===== config.mk =====
export PLATFORM = sky130hd
export DESIGN_NAME = bandwidth_probe_controller_unit_flat
export DESIGN_NICKNAME = d
export VERILOG_FILES = /design/src/design/bpc_pkg.sv /design/src/design/bpc_if.sv /design/src/design/bandwidth_probe_controller_unit.sv /design/src/design/bpc_core.sv /design/src/flat_wrapper.sv
export SDC_FILE = /design/constraint.sdc
export NUM_CORES = 1
export LEC_CHECK = 0
export BUFFER_PORTS_ARGS = -buffer_cell sky130_fd_sc_hd__buf_2
export CAP_MARGIN = 20
export CORE_ASPECT_RATIO = 0.5
export CORE_MARGIN = 4
export CORE_UTILIZATION = 55
export DETAILED_ROUTE_END_ITERATION = 7
export PLACE_DENSITY_LB_ADDON = 0.25
export SYNTH_ARGS = -nofsm -noshare
export SYNTH_HDL_FRONTEND = slang
export SYNTH_SLANG_ARGS = --single-unit

===== constraint.sdc =====
create_clock -name clk_i -period 23.2 [get_ports clk_i]
set_clock_uncertainty 0.15 [all_clocks]
set_input_delay 4.64 -clock clk_i [delete_from_list [all_inputs] [get_ports clk_i]]
set_output_delay 4.64 -clock clk_i [all_outputs]
set_load 0.01 [all_outputs]

===== src/design/bpc_pkg.sv =====
// ----------------------------------------------------------------------------
// bpc_pkg: shared types and constants of the bandwidth probe controller
// Phase encoding, fixed field widths and tuning constants of the probe logic.
// ----------------------------------------------------------------------------
package bpc_pkg;

  // Fixed widths of the channel fields
  localparam int unsigned FieldW = 32;
  localparam int unsigned PhaseW = 2;

  // Probe tuning constants
  localparam int unsigned WaitTimeoutMs = 1000;
  localparam int unsigned DefaultMaxBps = 5000000;
  localparam int unsigned FurtherNum    = 7;    // 70 percent as 7/10
  localparam int unsigned FurtherDen    = 10;
  localparam int unsigned DropNum       = 66;
  localparam int unsigned DropDen       = 100;

  // Event kinds
  localparam logic FUNC_LIMITS   = 1'b0;
  localparam logic FUNC_ESTIMATE = 1'b1;

  // Controller phase
  typedef enum logic [PhaseW-1:0] {
    PH_INIT = 2'd0,
    PH_WAIT = 2'd1,
    PH_DONE = 2'd2
  } phase_e;

  // Per-event result flags
  typedef struct packed {
    logic probe_valid;
    logic status;
  } bpc_flags_t;

endpackage


===== src/design/bpc_if.sv =====
// ----------------------------------------------------------------------------
// bpc_in_if / bpc_out_if: event and result channels
// Valid/ready channels; a transaction moves on a clock edge with both high.
// ----------------------------------------------------------------------------
interface bpc_in_if import bpc_pkg::*; ();
  logic              valid;
  logic              ready;
  logic              func;
  logic [FieldW-1:0] now_ms;
  logic [FieldW-1:0] estimate_bps;
  logic [FieldW-1:0] min_bps;
  logic [FieldW-1:0] start_bps;
  logic [FieldW-1:0] max_bps;

  modport source (
    output valid, func, now_ms, estimate_bps, min_bps, start_bps, max_bps,
    input  ready
  );
  modport sink (
    input  valid, func, now_ms, estimate_bps, min_bps, start_bps, max_bps,
    output ready
  );
endinterface

interface bpc_out_if import bpc_pkg::*; ();
  logic              valid;
  logic              ready;
  logic              probe_valid;
  logic [FieldW-1:0] probe_bps;
  logic              status;
  logic [PhaseW-1:0] phase_now;
  logic [FieldW-1:0] drop_time_ms;
  logic [FieldW-1:0] drop_prior_bps;

  modport source (
    output valid, probe_valid, probe_bps, status, phase_now, drop_time_ms,
           drop_prior_bps,
    input  ready
  );
  modport sink (
    input  valid, probe_valid, probe_bps, status, phase_now, drop_time_ms,
           drop_prior_bps,
    output ready
  );
endinterface


===== src/design/bandwidth_probe_controller_unit.sv =====
// ----------------------------------------------------------------------------
// bandwidth_probe_controller_unit: exponential bandwidth probe controller
// Takes rate-limit and estimate events and emits one result per event.
//
//   channel  dir  transaction
//   in_i     in   one event: func, now_ms, estimate_bps, min/start/max_bps
//   out_o    out  one result: probe_valid, probe_bps, status, phase_now,
//                 drop_time_ms, drop_prior_bps
//
// Each event passes through the input register and then the result
// register, one event per cycle while out_o does not stall. The state
// update and the result are computed in one pass of bpc_core. A stall on
// out_o holds the result register and backs up into the input register.
// Reset clears the controller state to the init phase.
// ----------------------------------------------------------------------------
module bandwidth_probe_controller_unit import bpc_pkg::*; #(
  parameter int unsigned RATE_WIDTH = 32,
  parameter int unsigned TIME_WIDTH = 32
) (
  input  logic      clk_i,
  input  logic      rst_ni,
  bpc_in_if.sink    in_i,
  bpc_out_if.source out_o
);

  // input register
  logic                  in_vld_q;
  logic                  func_q;
  logic [TIME_WIDTH-1:0] now_q;
  logic [RATE_WIDTH-1:0] est_q;
  logic [RATE_WIDTH-1:0] min_q;
  logic [RATE_WIDTH-1:0] start_q;
  logic [RATE_WIDTH-1:0] max_q;

  // controller state
  phase_e                phase_q,      phase_d;
  logic [RATE_WIDTH-1:0] further_q,    further_d;
  logic [TIME_WIDTH-1:0] probe_time_q, probe_time_d;
  logic [RATE_WIDTH-1:0] last_est_q,   last_est_d;
  logic [RATE_WIDTH-1:0] start_rate_q, start_rate_d;
  logic [RATE_WIDTH-1:0] max_rate_q,   max_rate_d;
  logic [TIME_WIDTH-1:0] drop_time_q,  drop_time_d;
  logic [RATE_WIDTH-1:0] drop_prior_q, drop_prior_d;

  // result register
  logic                  out_vld_q;
  bpc_flags_t            flags_q,      flags_d;
  logic [RATE_WIDTH-1:0] probe_q,      probe_d;

  logic adv;
  logic fire;

  // Handshake: advance when the result slot is free or being taken
  assign adv        = !out_vld_q || out_o.ready;
  assign fire       = in_vld_q && adv;
  assign in_i.ready = !in_vld_q || adv;

  // Input register
  always_ff @(posedge clk_i or negedge rst_ni) begin
    if (!rst_ni) begin
      in_vld_q <= 1'b0;
    end else if (in_i.ready) begin
      in_vld_q <= in_i.valid;
    end
  end

  always_ff @(posedge clk_i) begin
    if (in_i.valid && in_i.ready) begin
      func_q  <= in_i.func;
      now_q   <= TIME_WIDTH'(in_i.now_ms);
      est_q   <= RATE_WIDTH'(in_i.estimate_bps);
      min_q   <= RATE_WIDTH'(in_i.min_bps);
      start_q <= RATE_WIDTH'(in_i.start_bps);
      max_q   <= RATE_WIDTH'(in_i.max_bps);
    end
  end

  // Event evaluation
  bpc_core #(
    .RATE_WIDTH (RATE_WIDTH),
    .TIME_WIDTH (TIME_WIDTH)
  ) u_core (
    .func_i       (func_q),
    .now_i        (now_q),
    .est_i        (est_q),
    .min_i        (min_q),
    .start_i      (start_q),
    .max_i        (max_q),
    .phase_i      (phase_q),
    .further_i    (further_q),
    .probe_time_i (probe_time_q),
    .last_est_i   (last_est_q),
    .start_rate_i (start_rate_q),
    .max_rate_i   (max_rate_q),
    .drop_time_i  (drop_time_q),
    .drop_prior_i (drop_prior_q),
    .phase_o      (phase_d),
    .further_o    (further_d),
    .probe_time_o (probe_time_d),
    .last_est_o   (last_est_d),
    .start_rate_o (start_rate_d),
    .max_rate_o   (max_rate_d),
    .drop_time_o  (drop_time_d),
    .drop_prior_o (drop_prior_d),
    .flags_o      (flags_d),
    .probe_o      (probe_d)
  );

  // Commit state on each evaluated event
  always_ff @(posedge clk_i or negedge rst_ni) begin
    if (!rst_ni) begin
      phase_q      <= PH_INIT;
      further_q    <= '0;
      probe_time_q <= '0;
      last_est_q   <= '0;
      start_rate_q <= '0;
      max_rate_q   <= '0;
      drop_time_q  <= '0;
      drop_prior_q <= '0;
    end else if (fire) begin
      phase_q      <= phase_d;
      further_q    <= further_d;
      probe_time_q <= probe_time_d;
      last_est_q   <= last_est_d;
      start_rate_q <= start_rate_d;
      max_rate_q   <= max_rate_d;
      drop_time_q  <= drop_time_d;
      drop_prior_q <= drop_prior_d;
    end
  end

  // Result register
  always_ff @(posedge clk_i or negedge rst_ni) begin
    if (!rst_ni) begin
      out_vld_q <= 1'b0;
    end else if (adv) begin
      out_vld_q <= in_vld_q;
    end
  end

  always_ff @(posedge clk_i) begin
    if (fire) begin
      flags_q <= flags_d;
      probe_q <= probe_d;
    end
  end

  // Drive the result channel; phase and drop record come from the state
  assign out_o.valid          = out_vld_q;
  assign out_o.probe_valid    = flags_q.probe_valid;
  assign out_o.probe_bps      = flags_q.probe_valid ? FieldW'(probe_q) : '0;
  assign out_o.status         = flags_q.status;
  assign out_o.phase_now      = phase_q;
  assign out_o.drop_time_ms   = FieldW'(drop_time_q);
  assign out_o.drop_prior_bps = FieldW'(drop_prior_q);

endmodule


===== src/design/bpc_core.sv =====
// ----------------------------------------------------------------------------
// bpc_core: next-state and result logic of the probe controller
// Evaluates one event against the current state in a single combinational pass.
// ----------------------------------------------------------------------------
module bpc_core import bpc_pkg::*; #(
  parameter int unsigned RATE_WIDTH = 32,
  parameter int unsigned TIME_WIDTH = 32
) (
  input  logic                  func_i,
  input  logic [TIME_WIDTH-1:0] now_i,
  input  logic [RATE_WIDTH-1:0] est_i,
  input  logic [RATE_WIDTH-1:0] min_i,
  input  logic [RATE_WIDTH-1:0] start_i,
  input  logic [RATE_WIDTH-1:0] max_i,
  // current state
  input  phase_e                phase_i,
  input  logic [RATE_WIDTH-1:0] further_i,
  input  logic [TIME_WIDTH-1:0] probe_time_i,
  input  logic [RATE_WIDTH-1:0] last_est_i,
  input  logic [RATE_WIDTH-1:0] start_rate_i,
  input  logic [RATE_WIDTH-1:0] max_rate_i,
  input  logic [TIME_WIDTH-1:0] drop_time_i,
  input  logic [RATE_WIDTH-1:0] drop_prior_i,
  // next state
  output phase_e                phase_o,
  output logic [RATE_WIDTH-1:0] further_o,
  output logic [TIME_WIDTH-1:0] probe_time_o,
  output logic [RATE_WIDTH-1:0] last_est_o,
  output logic [RATE_WIDTH-1:0] start_rate_o,
  output logic [RATE_WIDTH-1:0] max_rate_o,
  output logic [TIME_WIDTH-1:0] drop_time_o,
  output logic [RATE_WIDTH-1:0] drop_prior_o,
  // result
  output bpc_flags_t            flags_o,
  output logic [RATE_WIDTH-1:0] probe_o
);

  localparam int unsigned MulW = RATE_WIDTH + 7;

  logic [RATE_WIDTH-1:0] max_n;
  logic [RATE_WIDTH-1:0] cap;
  logic                  launch_req;
  logic [RATE_WIDTH:0]   launch_rate;
  logic                  launch_further;
  logic                  clamp;
  logic                  launch_go;
  logic [TIME_WIDTH-1:0] elapsed;
  logic                  timeout;
  logic                  further_hit;
  logic                  drop_hit;
  logic [MulW-1:0]       est_x;
  logic [MulW-1:0]       fur_x;
  logic [MulW-1:0]       last_x;

  // Max rate after the event sets the probe cap
  assign max_n = (func_i == FUNC_LIMITS) ? max_i : max_rate_i;
  assign cap   = (max_n != '0) ? max_n : RATE_WIDTH'(DefaultMaxBps);

  // Timeout and further-probe tests: est > floor(0.7 r) iff 10 est > 7 r
  assign est_x       = MulW'(est_i);
  assign fur_x       = MulW'(further_i);
  assign last_x      = MulW'(last_est_i);
  assign elapsed     = now_i - probe_time_i;
  assign timeout     = elapsed > TIME_WIDTH'(WaitTimeoutMs);
  assign further_hit = (further_i >= RATE_WIDTH'(2)) &&
                       (est_x * MulW'(FurtherDen) > fur_x * MulW'(FurtherNum));
  assign drop_hit    = est_x * MulW'(DropDen) < last_x * MulW'(DropNum);

  // Select which probe request this event raises
  always_comb begin
    launch_req     = 1'b0;
    launch_rate    = '0;
    launch_further = 1'b0;
    if (func_i == FUNC_LIMITS) begin
      case (phase_i)
        PH_INIT: begin
          launch_req     = (start_rate_o != '0);
          launch_rate    = {1'b0, start_rate_o};
          launch_further = 1'b1;
        end
        PH_DONE: begin
          launch_req     = (last_est_o != '0) && (max_rate_i < max_i) &&
                           (last_est_o < max_i);
          launch_rate    = {1'b0, max_i};
          launch_further = 1'b0;
        end
        default: begin
          launch_req = 1'b0;
        end
      endcase
    end else if (phase_i == PH_WAIT && !timeout && further_hit) begin
      launch_req     = 1'b1;
      launch_rate    = {est_i, 1'b0};
      launch_further = 1'b1;
    end
  end

  // Clamp the probe to the cap; clamping ends probing
  assign clamp     = launch_rate > {1'b0, cap};
  assign launch_go = launch_req && (launch_rate != '0);
  assign probe_o   = clamp ? cap : launch_rate[RATE_WIDTH-1:0];

  // Limits and estimate bookkeeping
  always_comb begin
    start_rate_o = start_rate_i;
    last_est_o   = last_est_i;
    drop_time_o  = drop_time_i;
    drop_prior_o = drop_prior_i;
    max_rate_o   = max_n;
    if (func_i == FUNC_LIMITS) begin
      if (start_i != '0) begin
        start_rate_o = start_i;
        last_est_o   = start_i;
      end else begin
        start_rate_o = min_i;
      end
    end else begin
      if (drop_hit) begin
        drop_time_o  = now_i;
        drop_prior_o = last_est_i;
      end
      last_est_o = est_i;
    end
  end

  // Phase, threshold and probe time
  always_comb begin
    phase_o      = phase_i;
    further_o    = further_i;
    probe_time_o = probe_time_i;
    if (func_i == FUNC_ESTIMATE && phase_i == PH_WAIT && timeout) begin
      phase_o   = PH_DONE;
      further_o = '0;
    end
    if (launch_go) begin
      probe_time_o = now_i;
      if (launch_further && !clamp) begin
        phase_o   = PH_WAIT;
        further_o = launch_rate[RATE_WIDTH-1:0];
      end else begin
        phase_o   = PH_DONE;
        further_o = '0;
      end
    end
  end

  // Result flags
  always_comb begin
    flags_o.probe_valid = launch_go;
    flags_o.status      = (func_i == FUNC_LIMITS) && (phase_i == PH_INIT) &&
                          (start_rate_o == '0);
  end

endmodule

===== src/flat_wrapper.sv =====
// flat-port wrapper written by rule: the top's interface ports become plain ports
module bandwidth_probe_controller_unit_flat import bpc_pkg::*;
#(
  parameter int unsigned RATE_WIDTH = 32,
  parameter int unsigned TIME_WIDTH = 32
)
  (clk_i, rst_ni, in_i_valid, in_i_func, in_i_now_ms, in_i_estimate_bps, in_i_min_bps, in_i_start_bps, in_i_max_bps, in_i_ready, out_o_valid, out_o_probe_valid, out_o_probe_bps, out_o_status, out_o_phase_now, out_o_drop_time_ms, out_o_drop_prior_bps, out_o_ready);
  bpc_in_if in_i_i ();
  bpc_out_if out_o_i ();
  input  logic clk_i;
  input  logic rst_ni;
  input wire logic [$bits(in_i_i.valid)-1:0] in_i_valid;
  input wire logic [$bits(in_i_i.func)-1:0] in_i_func;
  input wire logic [$bits(in_i_i.now_ms)-1:0] in_i_now_ms;
  input wire logic [$bits(in_i_i.estimate_bps)-1:0] in_i_estimate_bps;
  input wire logic [$bits(in_i_i.min_bps)-1:0] in_i_min_bps;
  input wire logic [$bits(in_i_i.start_bps)-1:0] in_i_start_bps;
  input wire logic [$bits(in_i_i.max_bps)-1:0] in_i_max_bps;
  output wire logic [$bits(in_i_i.ready)-1:0] in_i_ready;
  output wire logic [$bits(out_o_i.valid)-1:0] out_o_valid;
  output wire logic [$bits(out_o_i.probe_valid)-1:0] out_o_probe_valid;
  output wire logic [$bits(out_o_i.probe_bps)-1:0] out_o_probe_bps;
  output wire logic [$bits(out_o_i.status)-1:0] out_o_status;
  output wire logic [$bits(out_o_i.phase_now)-1:0] out_o_phase_now;
  output wire logic [$bits(out_o_i.drop_time_ms)-1:0] out_o_drop_time_ms;
  output wire logic [$bits(out_o_i.drop_prior_bps)-1:0] out_o_drop_prior_bps;
  input wire logic [$bits(out_o_i.ready)-1:0] out_o_ready;
  assign in_i_i.valid = in_i_valid;
  assign in_i_i.func = in_i_func;
  assign in_i_i.now_ms = in_i_now_ms;
  assign in_i_i.estimate_bps = in_i_estimate_bps;
  assign in_i_i.min_bps = in_i_min_bps;
  assign in_i_i.start_bps = in_i_start_bps;
  assign in_i_i.max_bps = in_i_max_bps;
  assign in_i_ready = in_i_i.ready;
  assign out_o_valid = out_o_i.valid;
  assign out_o_probe_valid = out_o_i.probe_valid;
  assign out_o_probe_bps = out_o_i.probe_bps;
  assign out_o_status = out_o_i.status;
  assign out_o_phase_now = out_o_i.phase_now;
  assign out_o_drop_time_ms = out_o_i.drop_time_ms;
  assign out_o_drop_prior_bps = out_o_i.drop_prior_bps;
  assign out_o_i.ready = out_o_ready;
  bandwidth_probe_controller_unit #(.RATE_WIDTH(RATE_WIDTH), .TIME_WIDTH(TIME_WIDTH)) u_core (.clk_i(clk_i), .rst_ni(rst_ni), .in_i(in_i_i), .out_o(out_o_i));
endmodule

# == Yosys cells after proc, flatten, opt, wreduce, memory -nomap -nowiden ==
# Index checks and enable logic that the tools add are counted.
# word_totals
reg_bits,423
output_inout_bits,102
wordCells,86
# op_classes
add_sub_neg,1
multipliers,4
magnitude_cmp,7
n_eq_ne,2
mux,22
bitwise_logic,1
n_reduce_logical,30
# op_table
op,n
32-bit two-way mux,11
32-bit nonzero test,4
32-bit by 3-bit multiplier with 35-bit output (second input constant),2
33-bit two-way mux,2
32-bit < comparator,2
32-bit case mux with 2 select lines,1
39-bit < comparator,1
32-bit by 6-bit multiplier with 38-bit output (second input constant),1
32-bit by 5-bit multiplier with 37-bit output (second input constant),1
36-bit by 35-bit greater-than comparator with 1-bit output,1
33-bit by 32-bit greater-than comparator with 1-bit output,1
33-bit nonzero test,1
32-bit by 2-bit greater-or-equal comparator with 1-bit output (second input constant),1
32-bit by 10-bit greater-than comparator with 1-bit output (second input constant),1
32-bit logical NOT,1
32-bit subtractor,1
1-bit logical AND,13
2-bit two-way mux,3
1-bit logical NOT,4
1-bit two-way mux,4
2-bit AND reduction,2
3-bit AND reduction,1
2-bit by 1-bit equality test with 1-bit output (second input constant),1
2-bit equality test (second input constant),1
5 further kinds,6

# == Longest topological paths before layout ==
# Gate-level depths: netlist of the first run.
# depth
word_depth,12
mapped_depth,45
mapped_depth_nobuf,42

# == Cells and area by module ==
# A second synthesis of the first run with hierarchy kept.
# unflattened
hier_cells,3366
area_unflattened_um2,34719.5
# by_module_without_submodules
module,n_inst,cells_each,area_each_um2,seq_area_each_um2
bpc_core,1,2651,20095.5,0.0
bandwidth_probe_controller_unit,1,715,14624.0,11561.1

# == Worst setup path before layout of the first run ==
# Ideal clock, no wire load.
# synth_timing
path_type,input to output
start,in out_o_ready
end,out in_i_ready
t_arrival_ps,4849
required_ps,18410
path_slack_ps,13561
path_stages,1
n_path_buf,0
cell_sequence,nand3b_1
# synth_between
elab_chain_cells,2
# synth_lines
element,line,text
from (decl),flat_wrapper.sv:27,input wire logic [$bits(out_o_i.ready)-1:0] out_o_ready;
1-bit logical OR,bandwidth_probe_controller_unit.sv:54,assign adv = !out_vld_q || out_o.ready;
1-bit logical OR,bandwidth_probe_controller_unit.sv:56,assign in_i.ready = !in_vld_q || adv;
to (decl),flat_wrapper.sv:19,output wire logic [$bits(in_i_i.ready)-1:0] in_i_ready;
# No other way between the ends.

# == Final worst setup path of the first run ==
# layout_timing
start,reg u_core.further_q[1]
end,reg u_core.probe_q[24] (data pin)
# layout_between
elab_chain_cells,8
elab_cells_between_ends,9
cone_classes,1 x mul; 3 x order compare; 3 x mux; 2 x reduce/logical
# layout_lines
element,line,text
from (decl),bandwidth_probe_controller_unit.sv:37,"logic [RATE_WIDTH-1:0] further_q, further_d;"
from (signal assigned),bandwidth_probe_controller_unit.sv:122,further_q <= further_d;
32-bit by 3-bit multiplier with 35-bit output,bpc_core.sv:66,(est_x * MulW'(FurtherDen) > fur_x * MulW'(FurtherNum));
36-bit by 35-bit greater-than comparator with 1-bit output,bpc_core.sv:66,
1-bit logical AND *,bpc_core.sv:65,assign further_hit = (further_i >= RATE_WIDTH'(2)) &&
1-bit logical AND *,bpc_core.sv:91,end else if (phase_i == PH_WAIT && !timeout && further_hit) begin
33-bit two-way mux *,bpc_core.sv:91,
33-bit two-way mux *,bpc_core.sv:74,if (func_i == FUNC_LIMITS) begin
33-bit by 32-bit greater-than comparator with 1-bit output,bpc_core.sv:99,"assign clamp = launch_rate > {1'b0, cap};"
32-bit two-way mux *,bpc_core.sv:101,assign probe_o = clamp ? cap : launch_rate[RATE_WIDTH-1:0];
named net u_core.probe_d[24],bandwidth_probe_controller_unit.sv:48,"logic [RATE_WIDTH-1:0] probe_q, probe_d;"
to (signal assigned),bandwidth_probe_controller_unit.sv:144,probe_q <= probe_d;
to (decl),bandwidth_probe_controller_unit.sv:48,
# Mark *: on every way through the listed nets, which the timed path passes. The rest lies on a longest branch.
# A chain may end at the register's enable or synchronous reset.

==> impl_metrics.json, run 1 <==
{
  "pre_cts_slack_ns": 12.69,
  "hp-class": "register to register",
  "clock_path_buffers": 3,
  "routed_wl_um": 98500,
  "min_delay_path_depth": 1,
  "regArea_mm2": 0.0115,
  "cp_slowest_cell": "nor4_4",
  "critPathMaxFanout": 65,
  "multiInputGateArea_mm2": 0.0195,
  "yosysTopAreaCell": "ha_1",
  "grt_pass1_vias": 26300,
  "yosysTopAreaCellShare_pct": 18.8,
  "cts-root-buf": "clkbuf_16",
  "rsz0062_at_grt": "false",
  "grt_pass1_wl_um": 151000,
  "die_x_um": 352,
  "drt_first_pass_iters": 6,
  "crit_path_frequent_cell": "a21oi_1",
  "tightest_slew_ns": 1.04,
  "synth_cell_types": 82,
  "worst-r2r-cell-count": 38,
  "synth_edf_count": 195,
  "die_area_mm2": 0.0634,
  "finalSetupTns_ns": 0,
  "hold_buffers": 0,
  "insertion_delay_ns": 0.57,
  "gp_congestion": 0.986,
  "syn_inst": 3300,
  "cts_tree": "built",
  "p_leak_nw": 17.1,
  "start_util_pct": 56.2,
  "crit_arrival_ns": 10.83,
  "cp-end-kind": "register",
  "fill_cells": 4873,
  "ys_seq_elements": 420,
  "path_clk_slew_ns": 0.07,
  "grt_max_degree": 104,
  "ir_drop_uv": 92.3,
  "power_density_mw_per_mm2": 107,
  "vias_per_cell": 6.20,
  "routedWlPerCell_um": 22.7,
  "fmaxAchievable_ghz": 0.0935,
  "area_growth_pct": 10.6,
  "yosysWarnings": 0,
  "post_cts_resized": 0,
  "post_cts_buffers": 0,
  "syn_avg_cell_area_um2": 9.86,
  "drive_above_1_share_pct": 13.2,
  "die_y_um": 180,
  "core-area_mm2": 0.0579,
  "drc_errors": 0,
  "antenna_found_initial": 1,
  "cts_made_buffers": 41,
  "slew_headroom_pct": 30.3,
  "io_pins": 267,
  "vias": 26900,
  "crit_required_ns": 23.33,
  "drtIter0Drc": 2822,
  "dp.final_hpwl_um": 77700,
  "rows": 62,
  "fin_crit_sh_pct": 46.1,
  "fin_crit_ns": 10.70,
  "track_usage_pct": 30.2,
  "maxSlewViolCount": 0,
  "synth_ff_type": "dfrtp_1",
  "overflow": 0,
  "nNetsFinal": 4257,
  "start_kind": "register",
  "syn_nets": 4017,
  "synthArstFlopShare_pct": 53.6,
  "worst-setup-path-type": "register to register",
  "synth_seq_area_share_pct": 35.3,
  "synth_area_leaders": "ha_1 (19%), edfxtp_1 (18%), dfrtp_1 (17%)",
  "ant_nets": 0,
  "htree_levels": 2,
  "io_buffers": 266,
  "drv_cap": 0,
  "finalWorstSetupSlack_ns": 12.50,
  "hold_viol": 0,
  "synth_area_mm2": 0.0325,
  "status": "finished clean",
  "setup_viol": 0,
  "max_stage_delay_ns": 0.97,
  "cts.sinks": 420
}
path summary, 6_finish.rpt:
path                                         start                       to  slack (ns)
min in group asynchronous                   rst_ni      u_core.further_q[9]        3.96
min                        u_core.start_rate_q[23]  u_core.start_rate_q[23]        0.34
max in group asynchronous                   rst_ni  u_core.probe_time_q[12]       16.53
min reg2reg                u_core.start_rate_q[23]  u_core.start_rate_q[23]        0.34
max reg2reg                    u_core.further_q[1]       u_core.probe_q[24]       12.50
max                            u_core.further_q[1]       u_core.probe_q[24]       12.50
cell usage after synthesis, types with 42 or more instances:
library cell,instances
ha_1,490
xor2_1,60
nor3_1,43
edfxtp_1,195
clkbuf_1,68
mux2_2,76
nand2_1,304
xnor2_1,60
nor2_1,124
nand3_1,42
fa_1,62
nand4_1,55
a21o_1,85
nor4_1,44
a21oi_1,233
o21ai_0,166
dfrtp_1,225
inv_1,314
mux2i_1,62
and2_1,44
worst max-delay path: cells and delay by family (launching register included):
kind                       cells  cell delay, ns
and+or+nand+nor               12            3.74
AOI/OAI and AO/OA             16            3.42
muxes                          1            0.22
xor gates and xnor gates       1            0.13
DFF                            1            0.48
adders and majority gates      5            1.58
buffers and inverters          3            0.61
state kept, by name (all words and copies together) (netlist names), 32 cells and up:
signal and cells:
u_core.out_o.drop_prior_bps 32, u_core.min_q 32, u_core.max_rate_q 32, u_core.now_q 32, u_core.est_q 32, u_core.max_q 32, u_core.further_q 32, u_core.probe_q 32
u_core.out_o.drop_time_ms 32, u_core.start_q 32, u_core.last_est_q 32, u_core.probe_time_q 32
power by group:
group,internal (mW),switching [mW]
clock network,0.388,0.302
logic,0.848,1.17
registers,0.962,0.169
kinds of logic after synthesis:
kind of cell / share of synthesized area, %
DFF: 35.3
AOI/OAI and AO/OA: 16.9
adders and majority gates: 22.6
xor gates and xnor gates: 3.23
and+or+nand+nor: 12.5
muxes: 4.54
buffers and inverters: 4.91
layer usage:
metal | vias up | GRT usage (%) | wire (um)
li1 | 12500 | - | -
met1 | 13000 | 41.2 | 41800
met2 | 1159 | 48.1 | 44100
met3 | 235 | 5.99 | 8660
met4 | 0 | 11.0 | 3930
met5 | - | 0 | 0
placed cells by master, fill, tap and decap left out, drive strengths merged, types with 45 or more instances in the layout:
cell,instances
xnor2,60
ha,490
nand4,55
and2,45
fa,62
xor2,60
edfxtp,195
dfrtp,225
nor4,45
mux2,76
a21o,85
a21oi,234
nand2,304
buf,288
o21ai,170
mux2i,62
inv,320
nor2,124
clkbuf,52
through the flow:
stage                     utilization [%]  cells  hold slack (ns)  instance area, um^2  total power, mW
after floorplan                         -   3300            0.307                32500             2.54
after global placement               59.8   4264            0.320                34600             3.06
after detailed placement             59.8   4264            0.328                34600             3.12
after CTS                            62.1   4339            0.343                36000             3.82
after global routing                 62.1   4341            0.359                36000             4.13
final                                62.1   4342            0.341                36000             3.84
area by class of cell:
class                           instances  share of cell area (%)
Clock inverter                         23                   0.723
Timing Repair Buffer                  288                    4.22
Clock buffer                           52                    2.99
Sequential cell                       420                    31.9
Antenna cell                            2                  0.0139
Inverter                              314                    3.27
Tap cell                              768                    2.67
Multi-Input combinational cell       2475                    54.2
No activity file was read; power rests on OpenSTA's default activity.
==> inputs of run 2 (changes only) <==
ABC_AREA = 1   (was unset)
clock period = 10.7 ns   (was 23.2 ns; I/O delays follow)
==> impl_metrics.json, run 2 <==
{
  "syn_inst": 4184,
  "pre_cts_slack_ns": 1.98,
  "drive_above_1_share_pct": 8.93,
  "synth_cell_types": 58,
  "grt_pass1_vias": 28300,
  "htree_levels": 2,
  "drc_errors": 0,
  "slew_headroom_pct": 11.5,
  "hold_ws_ns": 0.333,
  "die_y_um": 183,
  "crit_path_frequent_cell": "nand2_1",
  "synth.most_common_cell": "nand2_1",
  "hp-class": "register to register",
  "ys_seq_elements": 423,
  "routedWlPerCell_um": 20.4,
  "grt_max_degree": 116,
  "io_pins": 267,
  "p_leak_nw": 19.4,
  "die_x_um": 357,
  "cts.sinks": 423,
  "fmaxAchievable_ghz": 0.113,
  "r2r_start": "u_core.further_q[1]",
  "cts_made_buffers": 41,
  "area_growth_pct": 10.3,
  "start_util_pct": 56.1,
  "yosysTopAreaCell": "ha_1",
  "rows": 63,
  "fill_cells": 5287,
  "setup_viol": 0,
  "insertion_delay_ns": 0.60,
  "grt_pass1_wl_um": 164000,
  "hold_buffers": 0,
  "die_area_mm2": 0.0653,
  "worst-setup-path-type": "register to register",
  "final_common_cell": "nand2_1",
  "synth_seq_area_share_pct": 34.4,
  "power.total_mw": 10.0,
  "synth_edf_count": 195,
  "overflow": 0,
  "cts-root-buf": "clkbuf_16",
  "cp_slowest_cell": "o21ai_0",
  "antenna_found_initial": 5,
  "layout_common_cells": "nand2_1 (1020), inv_1 (678), ha_1 (490)",
  "ys_top_cells_by_count": "nand2_1 (1021), inv_1 (680), ha_1 (490)",
  "ir_drop_uv": 166,
  "ant_nets": 0,
  "cp-startpoint": "u_core.further_q[1]",
  "utilization_pct": 61.9,
  "synth_area_mm2": 0.0336,
  "vias": 29700,
  "worst-r2r-cell-count": 37,
  "start_kind": "register",
  "nNetsFinal": 5130,
  "status": "finished clean",
  "syn_nets": 4901,
  "post_cts_resized": 0,
  "fin_crit_sh_pct": 82.8,
  "tightest_slew_ns": 1.31,
  "crit_arrival_ns": 9.01,
  "post_cts_buffers": 0,
  "drtIter0Drc": 3211,
  "core-area_mm2": 0.0598,
  "endpoint": "u_core.probe_q[13]",
  "syn_avg_cell_area_um2": 8.02,
  "yosysTopAreaCellShare_pct": 18.3,
  "finalSetupTns_ns": 0,
  "critPathMaxFanout": 98,
  "track_usage_pct": 32.6,
  "layout.cells.non_filler": 5260,
  "power_density_mw_per_mm2": 271,
  "cp-end-kind": "register",
  "yosysWarnings": 0,
  "fin_crit_ns": 8.86,
  "crit_required_ns": 10.84,
  "io_buffers": 266,
  "regToRegSetupSlack_ns": 1.84,
  "hold_viol": 0,
  "routed_wl_um": 107000,
  "maxSlewViolCount": 0,
  "place_area_mm2": 0.0357,
  "drv_cap": 0,
  "path_clk_slew_ns": 0.07,
  "rsz0062_at_grt": "false",
  "synth_area_leaders": "ha_1 (18%), edfxtp_1 (17%), dfrtp_1 (17%)",
  "cts_tree": "built",
  "finalWorstSetupSlack_ns": 1.84,
  "fin_area_mm2": 0.0370,
  "drt_first_pass_iters": 7,
  "max_stage_delay_ns": 0.75,
  "r2r_end": "u_core.probe_q[13]",
  "synth_ff_type": "dfrtp_1",
  "vias_per_cell": 5.65,
  "dp_cells": 5182,
  "gp_congestion": 1.01,
  "dp.final_hpwl_um": 86200,
  "clock_path_buffers": 3,
  "synthArstFlopShare_pct": 53.9
}
run 2: cell count changes in the layout (fill, tap and decap cells not counted), moves of 85 or more:
cell     change
nand3_1    +114
inv_1      +365
nand2_1    +717
o21ai_0    +130
nor2_1      +85
run 2: worst min path at each step:
stage / startpoint / endpoint / cells past startpoint
after floorplan: u_core.start_rate_q[0] / u_core.start_rate_q[0] / 2
after global placement: u_core.start_rate_q[7] / u_core.start_rate_q[7] / 2
after detailed placement: u_core.start_rate_q[18] / u_core.start_rate_q[18] / 2
after CTS: u_core.start_rate_q[6] / u_core.start_rate_q[6] / 2
after global routing: u_core.start_rate_q[7] / u_core.start_rate_q[7] / 2
final: u_core.start_rate_q[21] / u_core.start_rate_q[21] / 2
run 2: layer usage:
metal  vias up  wire length (um)  track usage (%)
li1      14300                 -                -
met1     14100             47500             47.0
met2      1187             47900             51.8
met3       144              9640             5.41
met4         0              2450             7.17
met5         -                 0                0
run 2: worst max-delay path, delay by kind of cell, from the launching register on:
family / cells / cell delay, ns
xor+xnor: 1 / 0.16
simple gates: 18 / 2.91
flops: 1 / 0.52
fa+ha+maj: 5 / 1.69
buf+inv: 2 / 0.41
compound gates: 11 / 2.65
run 2: area by class of cell:
class,count,area (um^2),area share (%)
antenna,2,5.00,0.0135
multi-input combinational,2965,18900,51.1
clock inverter,17,161,0.436
tap,812,1020,2.74
inverter,691,2600,7.02
timing repair buffer,291,1540,4.16
clock buffer,59,1220,3.29
sequential,423,11600,31.2
run 2: cells by family after synthesis:
logic type,synth area share [%]
and+or+nand+nor,19.1
buffers and inverters,9.29
AOI/OAI and AO/OA,12.0
adders and majority gates,22.0
DFF,34.4
xor gates and xnor gates,3.21
run 2: report_power, final:
group          total, mW  internal (mW)  switching [mW]
clock               1.54          0.834           0.701
combinational       5.85           2.14            3.71
sequential          2.65           2.18           0.466
total               10.0           5.16            4.87
